File: src/hw/rtl/bbah_pkg.sv
// bbah_pkg: shared widths, codes and controller/datapath structs
// for the bitmap block allocator; no dependencies
`default_nettype none

package bbah_pkg;

	localparam int MAX_BLOCKS_DEF     = 256;
	localparam int SCAN_WORD_BITS_DEF = 32;

	localparam int MODE_W = 2;
	localparam int IDX_W  = 8;
	localparam int CNT_W  = 9;
	localparam int ST_W   = 3;

	localparam logic [CNT_W-1:0] BLOCK_COUNT_RST = 9'd256;

	// stream packing
	localparam int IN_TDATA_W  = 8;
	localparam int IN_TUSER_W  = 2;
	localparam int OUT_OK_LSB     = 0;
	localparam int OUT_GRANT_LSB  = 1;
	localparam int OUT_HINT_LSB   = 9;
	localparam int OUT_STATUS_LSB = 10;
	localparam int OUT_USED_LSB   = 13;
	localparam int OUT_RAW_W      = 22;
	localparam int OUT_TDATA_W    = 24;

	typedef enum logic [MODE_W-1:0] {
		MODE_ALLOC = 2'd0,
		MODE_FREE  = 2'd1,
		MODE_CLEAR = 2'd2,
		MODE_NOP   = 2'd3
	} mode_t;

	typedef enum logic [ST_W-1:0] {
		ST_OK     = 3'd0,
		ST_FULL   = 3'd1,
		ST_NONE   = 3'd2,
		ST_EMPTY  = 3'd3,
		ST_OOR    = 3'd4,
		ST_DOUBLE = 3'd5
	} status_t;

	typedef enum logic [2:0] {
		RD_HINT      = 3'd0,
		RD_FIRST     = 3'd1,
		RD_SCAN_NEXT = 3'd2,
		RD_CUR_NEXT  = 3'd3,
		RD_IDX       = 3'd4
	} rd_sel_t;

	typedef enum logic [1:0] {
		WR_NONE      = 2'd0,
		WR_SET_CUR   = 2'd1,
		WR_SET_FOUND = 2'd2,
		WR_CLR_CUR   = 2'd3
	} wr_op_t;

	typedef struct packed {
		logic    take;
		logic    rd_en;
		rd_sel_t rd_sel;
		wr_op_t  wr_op;
		logic    hint_next;
		logic    clear_all;
		logic    res_set;
		status_t res_status;
		logic    res_ok;
		logic    res_grant;
		logic    out_load;
	} dp_cmd_t;

	typedef struct packed {
		mode_t mode;
		logic  full;
		logic  empty;
		logic  idx_oor;
		logic  hint_ok;
		logic  cur_free;
		logic  nxt_free;
		logic  found;
		logic  scan_last;
		logic  nxt_in_range;
		logic  nxt_same_word;
		logic  out_free;
	} dp_stat_t;

endpackage

`default_nettype wire

File: src/hw/rtl/bbah_ram.sv
// bbah_ram: generic single-write, single-read RAM with registered read data
// no dependencies
`default_nettype none

module bbah_ram #(
	parameter int WIDTH = 32,
	parameter int DEPTH = 8
) (
	input  wire logic                                    clk,
	input  wire logic                                    we,
	input  wire logic [((DEPTH > 1) ? $clog2(DEPTH) : 1)-1:0] waddr,
	input  wire logic [WIDTH-1:0]                        wdata,
	input  wire logic                                    re,
	input  wire logic [((DEPTH > 1) ? $clog2(DEPTH) : 1)-1:0] raddr,
	output logic      [WIDTH-1:0]                        rdata
);

	logic [WIDTH-1:0] mem [DEPTH];

	always_ff @(posedge clk) begin
		if (we) begin
			mem[waddr] <= wdata;
		end
		if (re) begin
			rdata <= mem[raddr];
		end
	end

endmodule

`default_nettype wire

File: src/hw/rtl/bbah_dp.sv
// bbah_dp: allocator datapath: bitmap ram with row valid bits, count, hint,
// word scan, result and output registers; depends on bbah_pkg, bbah_ram
`default_nettype none

module bbah_dp
	import bbah_pkg::*;
#(
	parameter int MAX_BLOCKS     = MAX_BLOCKS_DEF,
	parameter int SCAN_WORD_BITS = SCAN_WORD_BITS_DEF
) (
	input  wire logic             clk,
	input  wire logic             arst_n,
	input  wire logic             cfg_we,
	input  wire logic [CNT_W-1:0] cfg_wdata,
	input  wire mode_t            in_mode,
	input  wire logic [IDX_W-1:0] in_idx,
	input  wire dp_cmd_t          cmd,
	output dp_stat_t              stat,
	output logic                  out_valid,
	input  wire logic             out_ready,
	output logic                  out_ok,
	output logic [IDX_W-1:0]      out_granted,
	output logic                  out_hint,
	output status_t               out_status,
	output logic [CNT_W-1:0]      out_used
);

	// word size must be a power of two
	localparam int SH     = $clog2(SCAN_WORD_BITS);
	localparam int NWORDS = (MAX_BLOCKS + SCAN_WORD_BITS - 1) / SCAN_WORD_BITS;
	localparam int AW     = (NWORDS > 1) ? $clog2(NWORDS) : 1;
	localparam int IW     = AW + SH;
	localparam int CW     = (IW > CNT_W) ? IW : CNT_W;
	localparam int SAT    = (MAX_BLOCKS < 511) ? MAX_BLOCKS : 511;
	localparam logic [CNT_W-1:0] N_SAT = CNT_W'(SAT);

	logic [CNT_W-1:0]          block_count_q;
	mode_t                     mode_q;
	logic [IDX_W-1:0]          idx_q;
	logic [CNT_W-1:0]          in_use_q;
	logic [IDX_W-1:0]          hint_q;
	logic [CNT_W-1:0]          cur_q;
	logic [AW-1:0]             scan_q;
	logic                      hit_q;
	logic [NWORDS-1:0]         valid_q;
	logic                      rvalid_q;
	logic                      res_ok_q;
	status_t                   res_status_q;
	logic                      res_grant_q;

	logic [CNT_W-1:0]          n_eff;
	logic [CNT_W-1:0]          last_w;
	logic [CNT_W-1:0]          cur_nx;
	logic [SH-1:0]             cur_bit;
	logic [SCAN_WORD_BITS-1:0] rdata;
	logic [SCAN_WORD_BITS-1:0] rword;
	logic [SCAN_WORD_BITS-1:0] freev;
	logic [SH-1:0]             pos;
	logic [IW-1:0]             scan_base;
	logic [CNT_W-1:0]          found_idx;
	logic [AW-1:0]             raddr;
	logic [AW-1:0]             waddr;
	logic [SCAN_WORD_BITS-1:0] wdata;
	logic                      we;

	assign n_eff     = (block_count_q > N_SAT) ? N_SAT : block_count_q;
	assign last_w    = (n_eff - CNT_W'(1)) >> SH;
	assign cur_nx    = cur_q + CNT_W'(1);
	assign cur_bit   = cur_q[SH-1:0];
	assign rword     = rvalid_q ? rdata : '0;
	assign scan_base = {scan_q, {SH{1'b0}}};
	assign found_idx = CNT_W'({scan_q, pos});

	// free bits of the scanned word, blocks at or above the count count as used
	always_comb begin
		for (int k = 0; k < SCAN_WORD_BITS; k++) begin
			freev[k] = ~rword[k] && ((CW'(scan_base) + CW'(k)) < CW'(n_eff));
		end
	end

	// lowest free bit
	always_comb begin
		pos = '0;
		for (int k = SCAN_WORD_BITS - 1; k >= 0; k--) begin
			if (freev[k]) begin
				pos = SH'(k);
			end
		end
	end

	always_comb begin
		case (cmd.rd_sel)
			RD_HINT:      raddr = AW'(hint_q >> SH);
			RD_FIRST:     raddr = '0;
			RD_SCAN_NEXT: raddr = scan_q + AW'(1);
			RD_CUR_NEXT:  raddr = AW'(cur_nx >> SH);
			RD_IDX:       raddr = AW'(idx_q >> SH);
			default:      raddr = '0;
		endcase
	end

	always_comb begin
		we    = 1'b1;
		waddr = AW'(cur_q >> SH);
		wdata = rword;
		case (cmd.wr_op)
			WR_SET_CUR: begin
				wdata = rword | (SCAN_WORD_BITS'(1) << cur_bit);
			end
			WR_SET_FOUND: begin
				waddr = scan_q;
				wdata = rword | (SCAN_WORD_BITS'(1) << pos);
			end
			WR_CLR_CUR: begin
				wdata = rword & ~(SCAN_WORD_BITS'(1) << cur_bit);
			end
			default: begin
				we = 1'b0;
			end
		endcase
	end

	bbah_ram #(
		.WIDTH(SCAN_WORD_BITS),
		.DEPTH(NWORDS)
	) u_map (
		.clk  (clk),
		.we   (we),
		.waddr(waddr),
		.wdata(wdata),
		.re   (cmd.rd_en),
		.raddr(raddr),
		.rdata(rdata)
	);

	assign stat.mode          = mode_q;
	assign stat.full          = in_use_q >= n_eff;
	assign stat.empty         = in_use_q == '0;
	assign stat.idx_oor       = {1'b0, idx_q} >= n_eff;
	assign stat.hint_ok       = {1'b0, hint_q} < n_eff;
	assign stat.cur_free      = ~rword[cur_bit];
	assign stat.nxt_free      = ~rword[cur_nx[SH-1:0]];
	assign stat.found         = |freev;
	assign stat.scan_last     = CW'(scan_q) >= CW'(last_w);
	assign stat.nxt_in_range  = cur_nx < n_eff;
	assign stat.nxt_same_word = cur_nx[SH-1:0] != '0;
	assign stat.out_free      = ~out_valid | out_ready;

	always_ff @(posedge clk or negedge arst_n) begin
		if (!arst_n) begin
			block_count_q <= BLOCK_COUNT_RST;
			in_use_q      <= '0;
			hint_q        <= '0;
			hit_q         <= 1'b0;
			valid_q       <= '0;
			rvalid_q      <= 1'b0;
			out_valid     <= 1'b0;
		end else begin
			if (cfg_we) begin
				block_count_q <= cfg_wdata;
			end
			if (cmd.take) begin
				hit_q <= 1'b0;
			end
			if (cmd.rd_en) begin
				rvalid_q <= valid_q[raddr];
			end
			if (we) begin
				valid_q[waddr] <= 1'b1;
			end
			case (cmd.wr_op)
				WR_SET_CUR: begin
					in_use_q <= in_use_q + CNT_W'(1);
					hit_q    <= 1'b1;
				end
				WR_SET_FOUND: begin
					in_use_q <= in_use_q + CNT_W'(1);
				end
				WR_CLR_CUR: begin
					in_use_q <= in_use_q - CNT_W'(1);
					hint_q   <= cur_q[IDX_W-1:0];
				end
				default: begin
				end
			endcase
			if (cmd.hint_next) begin
				hint_q <= cur_nx[IDX_W-1:0];
			end
			if (cmd.clear_all) begin
				valid_q  <= '0;
				in_use_q <= '0;
				hint_q   <= '0;
			end
			if (cmd.out_load) begin
				out_valid <= 1'b1;
			end else if (out_ready) begin
				out_valid <= 1'b0;
			end
		end
	end

	always_ff @(posedge clk) begin
		if (cmd.take) begin
			mode_q <= in_mode;
			idx_q  <= in_idx;
		end
		if (cmd.rd_en) begin
			case (cmd.rd_sel)
				RD_HINT:      cur_q  <= CNT_W'(hint_q);
				RD_IDX:       cur_q  <= CNT_W'(idx_q);
				RD_FIRST:     scan_q <= '0;
				RD_SCAN_NEXT: scan_q <= scan_q + AW'(1);
				default: begin
				end
			endcase
		end
		if (cmd.wr_op == WR_SET_FOUND) begin
			cur_q <= found_idx;
		end
		if (cmd.res_set) begin
			res_ok_q     <= cmd.res_ok;
			res_status_q <= cmd.res_status;
			res_grant_q  <= cmd.res_grant;
		end
		if (cmd.out_load) begin
			out_ok      <= res_ok_q;
			out_granted <= res_grant_q ? cur_q[IDX_W-1:0] : '0;
			out_hint    <= res_grant_q & hit_q;
			out_status  <= res_status_q;
			out_used    <= in_use_q;
		end
	end

endmodule

`default_nettype wire

File: src/hw/rtl/bbah_ctrl.sv
// bbah_ctrl: allocator sequencer, steps hint check, word scan, next-block
// check and free through the datapath; depends on bbah_pkg
`default_nettype none

module bbah_ctrl
	import bbah_pkg::*;
(
	input  wire logic     clk,
	input  wire logic     arst_n,
	input  wire logic     in_valid,
	output logic          in_ready,
	input  wire dp_stat_t stat,
	output dp_cmd_t       cmd
);

	typedef enum logic [2:0] {
		S_IDLE,
		S_DECODE,
		S_HINT_CHK,
		S_SCAN_CHK,
		S_NEXT,
		S_NEXT_CHK,
		S_FREE_CHK,
		S_DONE
	} state_t;

	state_t state_q;
	state_t state_d;

	assign in_ready = state_q == S_IDLE;

	always_comb begin
		cmd     = '0;
		state_d = state_q;
		case (state_q)
			S_IDLE: begin
				if (in_valid) begin
					cmd.take = 1'b1;
					state_d  = S_DECODE;
				end
			end
			S_DECODE: begin
				case (stat.mode)
					MODE_ALLOC: begin
						if (stat.full) begin
							cmd.res_set    = 1'b1;
							cmd.res_status = ST_FULL;
							state_d        = S_DONE;
						end else if (stat.hint_ok) begin
							cmd.rd_en  = 1'b1;
							cmd.rd_sel = RD_HINT;
							state_d    = S_HINT_CHK;
						end else begin
							cmd.rd_en  = 1'b1;
							cmd.rd_sel = RD_FIRST;
							state_d    = S_SCAN_CHK;
						end
					end
					MODE_FREE: begin
						if (stat.empty) begin
							cmd.res_set    = 1'b1;
							cmd.res_status = ST_EMPTY;
							state_d        = S_DONE;
						end else if (stat.idx_oor) begin
							cmd.res_set    = 1'b1;
							cmd.res_status = ST_OOR;
							state_d        = S_DONE;
						end else begin
							cmd.rd_en  = 1'b1;
							cmd.rd_sel = RD_IDX;
							state_d    = S_FREE_CHK;
						end
					end
					MODE_CLEAR: begin
						cmd.clear_all  = 1'b1;
						cmd.res_set    = 1'b1;
						cmd.res_ok     = 1'b1;
						cmd.res_status = ST_OK;
						state_d        = S_DONE;
					end
					default: begin
						cmd.res_set    = 1'b1;
						cmd.res_ok     = 1'b1;
						cmd.res_status = ST_OK;
						state_d        = S_DONE;
					end
				endcase
			end
			S_HINT_CHK: begin
				if (stat.cur_free) begin
					cmd.wr_op = WR_SET_CUR;
					state_d   = S_NEXT;
				end else begin
					cmd.rd_en  = 1'b1;
					cmd.rd_sel = RD_FIRST;
					state_d    = S_SCAN_CHK;
				end
			end
			S_SCAN_CHK: begin
				if (stat.found) begin
					cmd.wr_op = WR_SET_FOUND;
					state_d   = S_NEXT;
				end else if (stat.scan_last) begin
					cmd.res_set    = 1'b1;
					cmd.res_status = ST_NONE;
					state_d        = S_DONE;
				end else begin
					cmd.rd_en  = 1'b1;
					cmd.rd_sel = RD_SCAN_NEXT;
				end
			end
			S_NEXT: begin
				if (stat.nxt_in_range && !stat.nxt_same_word) begin
					cmd.rd_en  = 1'b1;
					cmd.rd_sel = RD_CUR_NEXT;
					state_d    = S_NEXT_CHK;
				end else begin
					cmd.hint_next  = stat.nxt_in_range & stat.nxt_free;
					cmd.res_set    = 1'b1;
					cmd.res_ok     = 1'b1;
					cmd.res_grant  = 1'b1;
					cmd.res_status = ST_OK;
					state_d        = S_DONE;
				end
			end
			S_NEXT_CHK: begin
				cmd.hint_next  = stat.nxt_free;
				cmd.res_set    = 1'b1;
				cmd.res_ok     = 1'b1;
				cmd.res_grant  = 1'b1;
				cmd.res_status = ST_OK;
				state_d        = S_DONE;
			end
			S_FREE_CHK: begin
				cmd.res_set = 1'b1;
				cmd.res_ok  = 1'b1;
				if (stat.cur_free) begin
					cmd.res_status = ST_DOUBLE;
				end else begin
					cmd.wr_op      = WR_CLR_CUR;
					cmd.res_status = ST_OK;
				end
				state_d = S_DONE;
			end
			S_DONE: begin
				if (stat.out_free) begin
					cmd.out_load = 1'b1;
					state_d      = S_IDLE;
				end
			end
			default: begin
				state_d = S_IDLE;
			end
		endcase
	end

	always_ff @(posedge clk or negedge arst_n) begin
		if (!arst_n) begin
			state_q <= S_IDLE;
		end else begin
			state_q <= state_d;
		end
	end

endmodule

`default_nettype wire

File: src/hw/rtl/bitmap_block_allocator_with_hint_core.sv
// bitmap_block_allocator_with_hint_core: top level, sequencer plus datapath
// depends on bbah_pkg, bbah_ctrl, bbah_dp
//
// channel   dir  transfer on          payload
// s_*       in   s_tvalid & s_tready  tuser: mode; tdata: block_index
// m_*       out  m_tvalid & m_tready  tdata: ok, granted_index, from_hint, status, used_count
// cfg_*     in   cfg_we               cfg_wdata: block_count
//
// clear, no-op and refused commands finish without reading the bitmap, a free reads it once
// allocate is served by the hint when that block is free; otherwise a scan reads one
// bitmap word at a time through the single read port of the bitmap ram
// (up to 8 words for 256 blocks in 32-bit words)
// reset and clear empty the bitmap at once through per-word valid bits
// a finished result waits in the output register while the next command is taken
`default_nettype none

module bitmap_block_allocator_with_hint_core
	import bbah_pkg::*;
#(
	parameter int MAX_BLOCKS     = MAX_BLOCKS_DEF,
	parameter int SCAN_WORD_BITS = SCAN_WORD_BITS_DEF
) (
	input  wire logic                   clk,
	input  wire logic                   arst_n,
	input  wire logic                   cfg_we,
	input  wire logic [CNT_W-1:0]       cfg_wdata,
	input  wire logic                   s_tvalid,
	output logic                        s_tready,
	input  wire logic [IN_TDATA_W-1:0]  s_tdata,   // block_index
	input  wire logic [IN_TUSER_W-1:0]  s_tuser,   // mode
	output logic                        m_tvalid,
	input  wire logic                   m_tready,
	output logic [OUT_TDATA_W-1:0]      m_tdata    // ok, granted_index, from_hint, status, used_count
);

	dp_cmd_t          cmd;
	dp_stat_t         stat;
	logic             out_ok;
	logic [IDX_W-1:0] out_granted;
	logic             out_hint;
	status_t          out_status;
	logic [CNT_W-1:0] out_used;

	bbah_ctrl u_ctrl (
		.clk     (clk),
		.arst_n  (arst_n),
		.in_valid(s_tvalid),
		.in_ready(s_tready),
		.stat    (stat),
		.cmd     (cmd)
	);

	bbah_dp #(
		.MAX_BLOCKS    (MAX_BLOCKS),
		.SCAN_WORD_BITS(SCAN_WORD_BITS)
	) u_dp (
		.clk        (clk),
		.arst_n     (arst_n),
		.cfg_we     (cfg_we),
		.cfg_wdata  (cfg_wdata),
		.in_mode    (mode_t'(s_tuser)),
		.in_idx     (s_tdata[IDX_W-1:0]),
		.cmd        (cmd),
		.stat       (stat),
		.out_valid  (m_tvalid),
		.out_ready  (m_tready),
		.out_ok     (out_ok),
		.out_granted(out_granted),
		.out_hint   (out_hint),
		.out_status (out_status),
		.out_used   (out_used)
	);

	assign m_tdata = {{(OUT_TDATA_W - OUT_RAW_W){1'b0}},
		out_used, out_status, out_hint, out_granted, out_ok};

endmodule

`default_nettype wire

File: config.mk
export PLATFORM = sky130hd
export DESIGN_NAME = bitmap_block_allocator_with_hint_core
export DESIGN_NICKNAME = d
export VERILOG_FILES = /design/src/hw/rtl/bbah_pkg.sv /design/src/hw/rtl/bbah_ram.sv /design/src/hw/rtl/bbah_dp.sv /design/src/hw/rtl/bbah_ctrl.sv /design/src/hw/rtl/bitmap_block_allocator_with_hint_core.sv
export SDC_FILE = /design/constraint.sdc
export NUM_CORES = 1
export LEC_CHECK = 0
export BUFFER_PORTS_ARGS = -buffer_cell sky130_fd_sc_hd__buf_4
export CELL_PAD_IN_SITES_DETAIL_PLACEMENT = 1
export CELL_PAD_IN_SITES_GLOBAL_PLACEMENT = 2
export CORE_ASPECT_RATIO = 1.25
export CORE_MARGIN = 10
export CORE_UTILIZATION = 40
export DETAILED_ROUTE_END_ITERATION = 8
export GPL_ROUTABILITY_DRIVEN = 0
export PLACE_DENSITY = 0.84
export SYNTH_ARGS = -nofsm -noshare
export SYNTH_HDL_FRONTEND = slang
export SYNTH_SLANG_ARGS = --single-unit
File: constraint.sdc
create_clock -name clk -period 8.3 [get_ports clk]
set_input_delay 1.66 -clock clk [delete_from_list [all_inputs] [get_ports clk]]
set_output_delay 1.66 -clock clk [all_outputs]
set_load 0.01 [all_outputs]
# After elaboration in Yosys (flattened, before gate mapping)

Memory sizes are Yosys's and may differ from the RTL's. A register that Yosys moved wholly into a read port is not among the register bits.
Index checks and enable logic that the tools add are counted.

Register bits after elaboration: 89
RAM bits: 256
Output and inout bits: 26
Word-level logic and storage cells: 331
Memories: 1

Memories:

| name           | words | bits a word | read ports | clocked after memory_dff | write ports | line           | source |
|---|---|---|---|---|---|---|---|
| u_dp.u_map.mem | 8     | 32          | 1          | 1                        | 1           | bbah_ram.sv:18 | `logic [WIDTH-1:0] mem [DEPTH];` |

Add/sub/neg operators: 36
Magnitude comparators: 43
Equal/unequal tests: 19
Shift-type cells: 2
Mux-type cells: 109
Bitwise logic cells: 42
Reductions and logical operators: 58

Operators by type and width:

| kind                 | count |
|---|---|
| $lt 9x9->1           | 32 |
| $mux 5               | 32 |
| $add 8x5->9 const B  | 16 |
| $pmux 32 s3          | 1 |
| $add 8x4->9 const B  | 8 |
| $or 32x32->32        | 2 |
| $shl 1x5->32 const A | 2 |
| $mux 8               | 7 |
| $mux 4               | 12 |
| $add 8x3->9 const B  | 4 |
| $pmux 9 s2           | 2 |
| $logic_and 1x1->1    | 34 |
| $not 1->1            | 34 |
| $and 32x32->32       | 1 |
| $mux 32              | 1 |
| $not 32->32          | 1 |
| $reduce_or 32->1     | 1 |
| $mux 1               | 24 |
| $mux 3               | 8 |
| $pmux 3 s7           | 1 |
| $pmux 4 s5           | 1 |
| $add 8x2->9 const B  | 2 |
| $add 9x1->9 const B  | 2 |
| $lt 8x9->1           | 2 |
| 44 further kinds     | 79 |

# Depth between registers and ports, before layout

Depth in word-level cells: 39
Depth in mapped cells: 29

# By module

From an unflattened synthesis, not the netlist that was laid out.

Cell total of the unflattened synthesis: 1,432
Area total of the unflattened synthesis: 19,481.2 µm²

By module, submodules not included:

| module                                | instances | cells an instance | area each (µm²) |
|---|---|---|---|
| bbah_ram                              | 1         | 415               | 10,786.6 |
| bbah_dp                               | 1         | 939               | 8,099.0 |
| bbah_ctrl                             | 1         | 73                | 561.8 |
| bitmap_block_allocator_with_hint_core | 1         | 5                 | 33.8 |

# Least setup slack after synthesis

Ideal clock, no wire load.

Path kind: reg-to-reg
Start: reg u_dp.block_count_q[8]
End: mem u_dp.u_map.mem[2][0], enable pin
Setup time: 0.423 ns
Data arrival time: 6.249 ns
Setup slack: 1.628 ns
Cell stages (with the launch flop): 25
Path through: dfstp_2 clkbuf_1 inv_1 clkbuf_1 clkbuf_1 nand2_1 inv_1 ha_1 nand4b_1 buf_2 buf_2 o32ai_1 a31oi_1 a211oi_1 and2_1 nand4_1 and3_1 o21ai_0 inv_1 ha_1 clkbuf_1 clkbuf_1 nor3b_1 a31oi_1 nor2_1

Word-level cells in the longest chain between the ends: 12
Elaborated cells between the ends (all ways): 77
Those cells by class: 33 x order compare; 3 x eq/ne; 7 x mux; 34 x reduce/logical

RTL lines:

| item                                     | line             | source |
|---|---|---|
| start: declaration                       | bbah_dp.sv:37    | `logic [CNT_W-1:0] block_count_q;` |
| start signal: assignment                 | bbah_dp.sv:160   | `block_count_q <= cfg_wdata;` |
| $gt 9x9->1                               | bbah_dp.sv:66    | `assign n_eff = (block_count_q > N_SAT) ? N_SAT : block_count_q;` |
| $mux 9 *                                 | bbah_dp.sv:66    |  |
| $lt 8x9->1 or $lt 9x9->1 (tied branches) | bbah_dp.sv:77    | `freev[k] = ~rword[k] && ((CW'(scan_base) + CW'(k)) < CW'(n_eff));` |
| $logic_and 1x1->1                        | bbah_dp.sv:77    |  |
| $reduce_or 32->1 *                       | bbah_dp.sv:143   | `assign stat.found = \|freev;` |
| $mux 2 *                                 | bbah_ctrl.sv:100 | `if (stat.found) begin` |
| $pmux 2 s3 *                             | bbah_ctrl.sv:35  | `case (state_q)` |
| $eq 2x2->1 or $eq 2x1->1 (tied branches) | bbah_dp.sv:106   | `case (cmd.wr_op)` |
| $reduce_or 3->1 (no source line)         | -                |  |
| $mux 1                                   | bbah_dp.sv:106   |  |
| $mux 1                                   | bbah_ram.sv:21   | `if (we) begin` |
| $mux 1 (not written as such)             | bbah_ram.sv:22   | `mem[waddr] <= wdata;` |
| end: declaration                         | bbah_ram.sv:18   |  |

Mark *: on every way between the ends. The rest lies on a longest branch, timed or not.

# Final worst setup path

Start: reg u_dp.block_count_q[8]
End: mem u_dp.u_map.mem[5][18] (data pin)

Word-level cells in the longest chain between the ends: 39
Elaborated cells between the ends (all ways): 107
Those cells by class: 33 x order compare; 3 x eq/ne; 1 x shift; 36 x mux; 1 x bitwise; 33 x reduce/logical

RTL lines:

| item                     | line           | source |
|---|---|---|
| $gt 9x9->1               | bbah_dp.sv:66  |  |
| $mux 9 *                 | bbah_dp.sv:66  |  |
| $lt 9x9->1               | bbah_dp.sv:77  |  |
| $logic_and 1x1->1        | bbah_dp.sv:77  |  |
| $mux 5 (32 in series)    | bbah_dp.sv:85  | `if (freev[k]) begin` |
| $shl 1x5->32             | bbah_dp.sv:112 | `wdata = rword \| (SCAN_WORD_BITS'(1) << pos);` |
| $or 32x32->32            | bbah_dp.sv:112 |  |
| $pmux 32 s3 *            | bbah_dp.sv:106 |  |
| via u_dp.u_map.wdata[18] | bbah_ram.sv:12 | `input wire logic [WIDTH-1:0] wdata,` |

The timed path passes the listed nets; every way through them passes the cells marked *.

==> flow_results.org <==
** Worst setup path
- Type of origin of the critical path :: register
- By startpoint and endpoint, the worst setup path is classified as register to register.
- In this run the register-to-register setup slack is 800 ps.
- Along the worst path, the maximum fanout reaches 24.
- Length in cells of the worst reg-to-reg path :: 17
- Critical Path RT :: around 8500 ps
- WP data arrival :: about 7700 ps
- Endpoint kind of the worst setup timing path :: register
- End of the worst register-to-register path :: u_dp.u_map.mem[5][18]
- In this run the critical register-to-register path is launched from u_dp.block_count_q[8].

** STA
- Setup repair after global routing left no endpoint under its margin.
- Static timing analysis puts the maximum clock frequency at around 130 MHz.
- For the final routed database, the setup TNS stands at 0 ps.
- Final Hold Fails :: 0
- Worst-margin pin slew :: ~1200 ps
- Dividing the final minimum period by the clock period gives 0.9036.
- The number of max-slew violations in the final report was 0.
- The worst pin sits at a relative slew slack of 0.2232.
- The clock period could shrink to roughly 7500 ps.
- Setup violations remaining at the end of the flow were counted as 0.
- Clock skew on the completed layout was measured at 35.25 ps.

** Cells and area
- The number of antenna diodes in the final layout is 0.
- The top cell types in the final layout, fill and taps aside, are 336 x sky130_fd_sc_hd__edfxtp_1, 132 x sky130_fd_sc_hd__nand2_1, 132 x sky130_fd_sc_hd__mux2_2.
- Most common library cell in the layout ignoring fill and taps :: sky130_fd_sc_hd__edfxtp_1
- Share of post-route cells with drive strength above 1 :: 0.1931
- For this run, the post-layout net count is between 1500 and 2000.
- Synth-to-Final Area Change :: 12.11%

** Power and ir drop
- Switching power as a share of total power :: 0.4208
- The design draws 9171 µW.
- In this run the power spent charging and discharging nets is 3860 µW.
- VDD sags by at most between 200 and 250 µV.
- Power density relative to cell area :: between 400 and 500 mW/mm²
- Of the total power, the clock network draws 0.190.
- Of the total power, combinational logic draws 0.465.
- The internal portion of the total power is approximately 5300 µW.
- Summed over all cells, the static leakage comes to just under 0.008 µW.
- Sequential share of power :: 0.346

** Die
- Total Die Area :: ~0.058 mm²
- The die is 267.0 µm tall.
- In this run the horizontal extent of the chip is 217.6 µm.
- Core Area :: 0.04831 mm²
- # IOs :: 50
- After floorplanning, the core was divided into 90 placement rows.
- The initial utilization of the core area, before any placement, comes to 0.4041.

** Synthesis
- The share of synthesized area in the top cell type comes to 0.5169.
- Of the total synthesized cell area, the portion taken by AND, OR, NAND and NOR gates is 0.1188.
- Combined area of all synthesized cells :: between 0.015 and 0.02 mm²
- Area fraction in compound gates after synthesis :: 0.1334
- Synthesis-stage register bit count :: approximately 380
- Number of flops mapped to enable cells by yosys :: around 340
- In the synthesized netlist the dominant register cell turns out to be sky130_fd_sc_hd__edfxtp_1.
- Of the total synthesized cell area, the portion taken by full adders, half adders and majority gates is 0.03872.
- Ranked by total cell area, the synthesized netlist is headed by sky130_fd_sc_hd__edfxtp_1 52%, sky130_fd_sc_hd__mux2_2 7.6%, sky130_fd_sc_hd__dfrtp_1 5.0%, sky130_fd_sc_hd__ha_1 3.7%, sky130_fd_sc_hd__nor2_1 2.6%.
- Number of distinct library cells after synthesis :: between 80 and 90
- Post-synthesis async set-or-reset flop share :: 0.1064
- A synthesized cell averages around 12 µm².
- Of the total synthesized cell area, the portion taken by XOR and XNOR cells is 0.007628.
- Share of cell area taken by muxes after synthesis :: 0.1038
- For this run, the number of Yosys warnings is 0.
- For this run, the register share of the synthesized area comes to 0.5682.
- Number of instances in the synthesized netlist :: approximately 1600
- Main combinational cell family by area after synthesis :: compound AO/OA/AOI/OAI gates
- Of all cell types, the one taking the most synthesized area is sky130_fd_sc_hd__edfxtp_1.

** Route
- After detailed routing, the number of vias per cell comes to between 6 and 7.
- The first routing iteration left approximately 1200 violations.
- For this run, design rule violations remaining after detail routing come to 0.
- Mean routed wirelength per cell :: 27.10 µm
- The first detailed-routing pass ran for 7 iterations.
- Antenna violation net count after detailed routing :: 0
- After detailed routing, the total wire length is 62920 µm.
- Vias after detailed routing :: approximately 14000

** GRT
- The number of global-route vias before repair was 14928.
- Global routing finished with a remaining overflow of 0.
- First-pass GRT wire length :: approximately 95000 µm
- Total Routing Usage GR :: 0.2128
- Maximum number of pins on one net before global-route repair :: between 50 and 60
- The initial antenna violation count came to 0.

** Clock network
- Counting every sink on the clock net gives around 380.
- The clock passes through at most 3 buffers.
- After clock tree synthesis, the clock-pin slew on the worst setup and hold paths is approximately 60 ps.
- Hold buffer count at CTS :: 0
- Clock latency on the worst-skew pair, taken at its later pin, is 590 ps.
- Post-cts resize count :: 0
- The cell sitting at the root of the clock tree is a sky130_fd_sc_hd__clkbuf_16.
- Buffers inserted during clock tree synthesis total 39.
- H-Tree Depth :: 2
- After clock tree synthesis, the setup repair step added 0 buffers.
- TritonCTS built the clock tree.

** Hold path
- The path with the worst hold slack has its endpoint at u_dp.out_ok.
- In this run the worst hold path is classified as register to register.
- Startpoint of the most critical hold path :: u_dp.res_ok_q
- Worst hold path depth :: 0

** Flow run
- Max-cap violations in this run came to 0.

** Placed design
- Detailed placer's ending HPWL :: ~43000 µm
- Count of buffers from port buffering :: 47

** Status
- The run finished with clean final reports.
[per-stage QoR]
step	area (µm²)	worst slack (ps)	cells	utilization	hold slack [ps]
floorplan	19520	1628	1623	-	400.3
global placement	20610	1350	2253	0.4267	402.4
detailed placement	20610	1061	2253	0.4267	405.2
CTS	21880	1017	2322	0.4530	421.6
global route	21880	206.4	2322	0.4530	438.9
finish	21880	799.8	2322	0.4530	419.0
[cell type report]
class	count	area, µm²
well taps	644	805.8
clock inverters	25	265.3
clock buffers	44	1005
inverters	39	146.4
flip-flops and latches	376	11090
repair buffers	82	628.1
multi-input cells	1112	7943
fillers	5017	26420
[worst max-delay path, cell delays in order, from the launching register on]
cell	delay, ps
sky130_fd_sc_hd__dfstp_2	780
sky130_fd_sc_hd__inv_1	250
sky130_fd_sc_hd__nand2_1	250
sky130_fd_sc_hd__ha_1	320
sky130_fd_sc_hd__a211oi_1	710
sky130_fd_sc_hd__nor2_1	400
sky130_fd_sc_hd__a2111oi_0	730
sky130_fd_sc_hd__a211oi_1	210
sky130_fd_sc_hd__and2_1	280
sky130_fd_sc_hd__nand4_1	310
sky130_fd_sc_hd__and3_1	220
sky130_fd_sc_hd__o21ai_0	130
sky130_fd_sc_hd__inv_1	150
sky130_fd_sc_hd__ha_1	600
sky130_fd_sc_hd__nand2_1	200
sky130_fd_sc_hd__nor3_1	310
sky130_fd_sc_hd__o21ai_0	350
sky130_fd_sc_hd__o31ai_1	950
[sequential cells by signal (all words and copies together), names as in the netlist, 9 cells and up]
register,flops
u_dp.u_map.mem,256
u_dp.u_map.rdata,32
u_dp.out_used,9
u_dp.block_count_q,9
u_dp.in_use_q,9
[layer usage]
layer,vias to the layer above,global-route usage,part of all wire
met1,7283,0.2503,0.39
met4,0,0.09669,0.043
met3,139,0.02911,0.055
li1,6235,-,-
met5,-,0,0
met2,475,0.3774,0.51
[power groups by stage]
stage	sequential (µW)	clock (µW)	combinational (µW)
3_3_place_gp	3170	0	4080
4_1_cts	3170	1780	4240
3_5_place_dp	3200	0	4210
2_1_floorplan	3030	0	2870
5_1_grt	3210	1850	4600
6_report	3170	1740	4260
[synthesized netlist by cell type (39+ instances only)]
cell	instances
sky130_fd_sc_hd__edfxtp_1	336
sky130_fd_sc_hd__nor2_1	137
sky130_fd_sc_hd__mux2_2	132
sky130_fd_sc_hd__nand2_1	132
sky130_fd_sc_hd__o21ai_0	77
sky130_fd_sc_hd__a21oi_1	75
sky130_fd_sc_hd__o22ai_1	70
sky130_fd_sc_hd__ha_1	58
sky130_fd_sc_hd__clkbuf_1	57
sky130_fd_sc_hd__nand3_1	45
sky130_fd_sc_hd__dfrtp_1	39
sky130_fd_sc_hd__inv_1	39
[cell families (layout without fill, tap and decap cells)]
family,Yosys count,after routing
adder cells (fa/ha/maj),60,60
XOR/XNOR,17,17
flip-flops,376,376
AND/OR/NAND/NOR,479,479
buffers and inverters,135,190
other,1,2
multiplexers,165,165
AO/OA/AOI/OAI,389,389
[how the worst max path moves through the flow]
stage                     startpoint  cells past startpoint               endpoint  slack, ps
2_1_floorplan  u_dp.block_count_q[8]                     24   u_dp.u_map.mem[2][0]       1630
3_3_place_gp   u_dp.block_count_q[8]                     24       u_dp.in_use_q[8]       1350
3_5_place_dp   u_dp.block_count_q[8]                     17  u_dp.u_map.mem[5][18]       1060
4_1_cts        u_dp.block_count_q[8]                     17  u_dp.u_map.mem[5][18]       1020
5_1_grt        u_dp.block_count_q[8]                     17  u_dp.u_map.mem[5][18]        210
6_report       u_dp.block_count_q[8]                     17  u_dp.u_map.mem[5][18]        800
(Power assumes the default switching activity.)
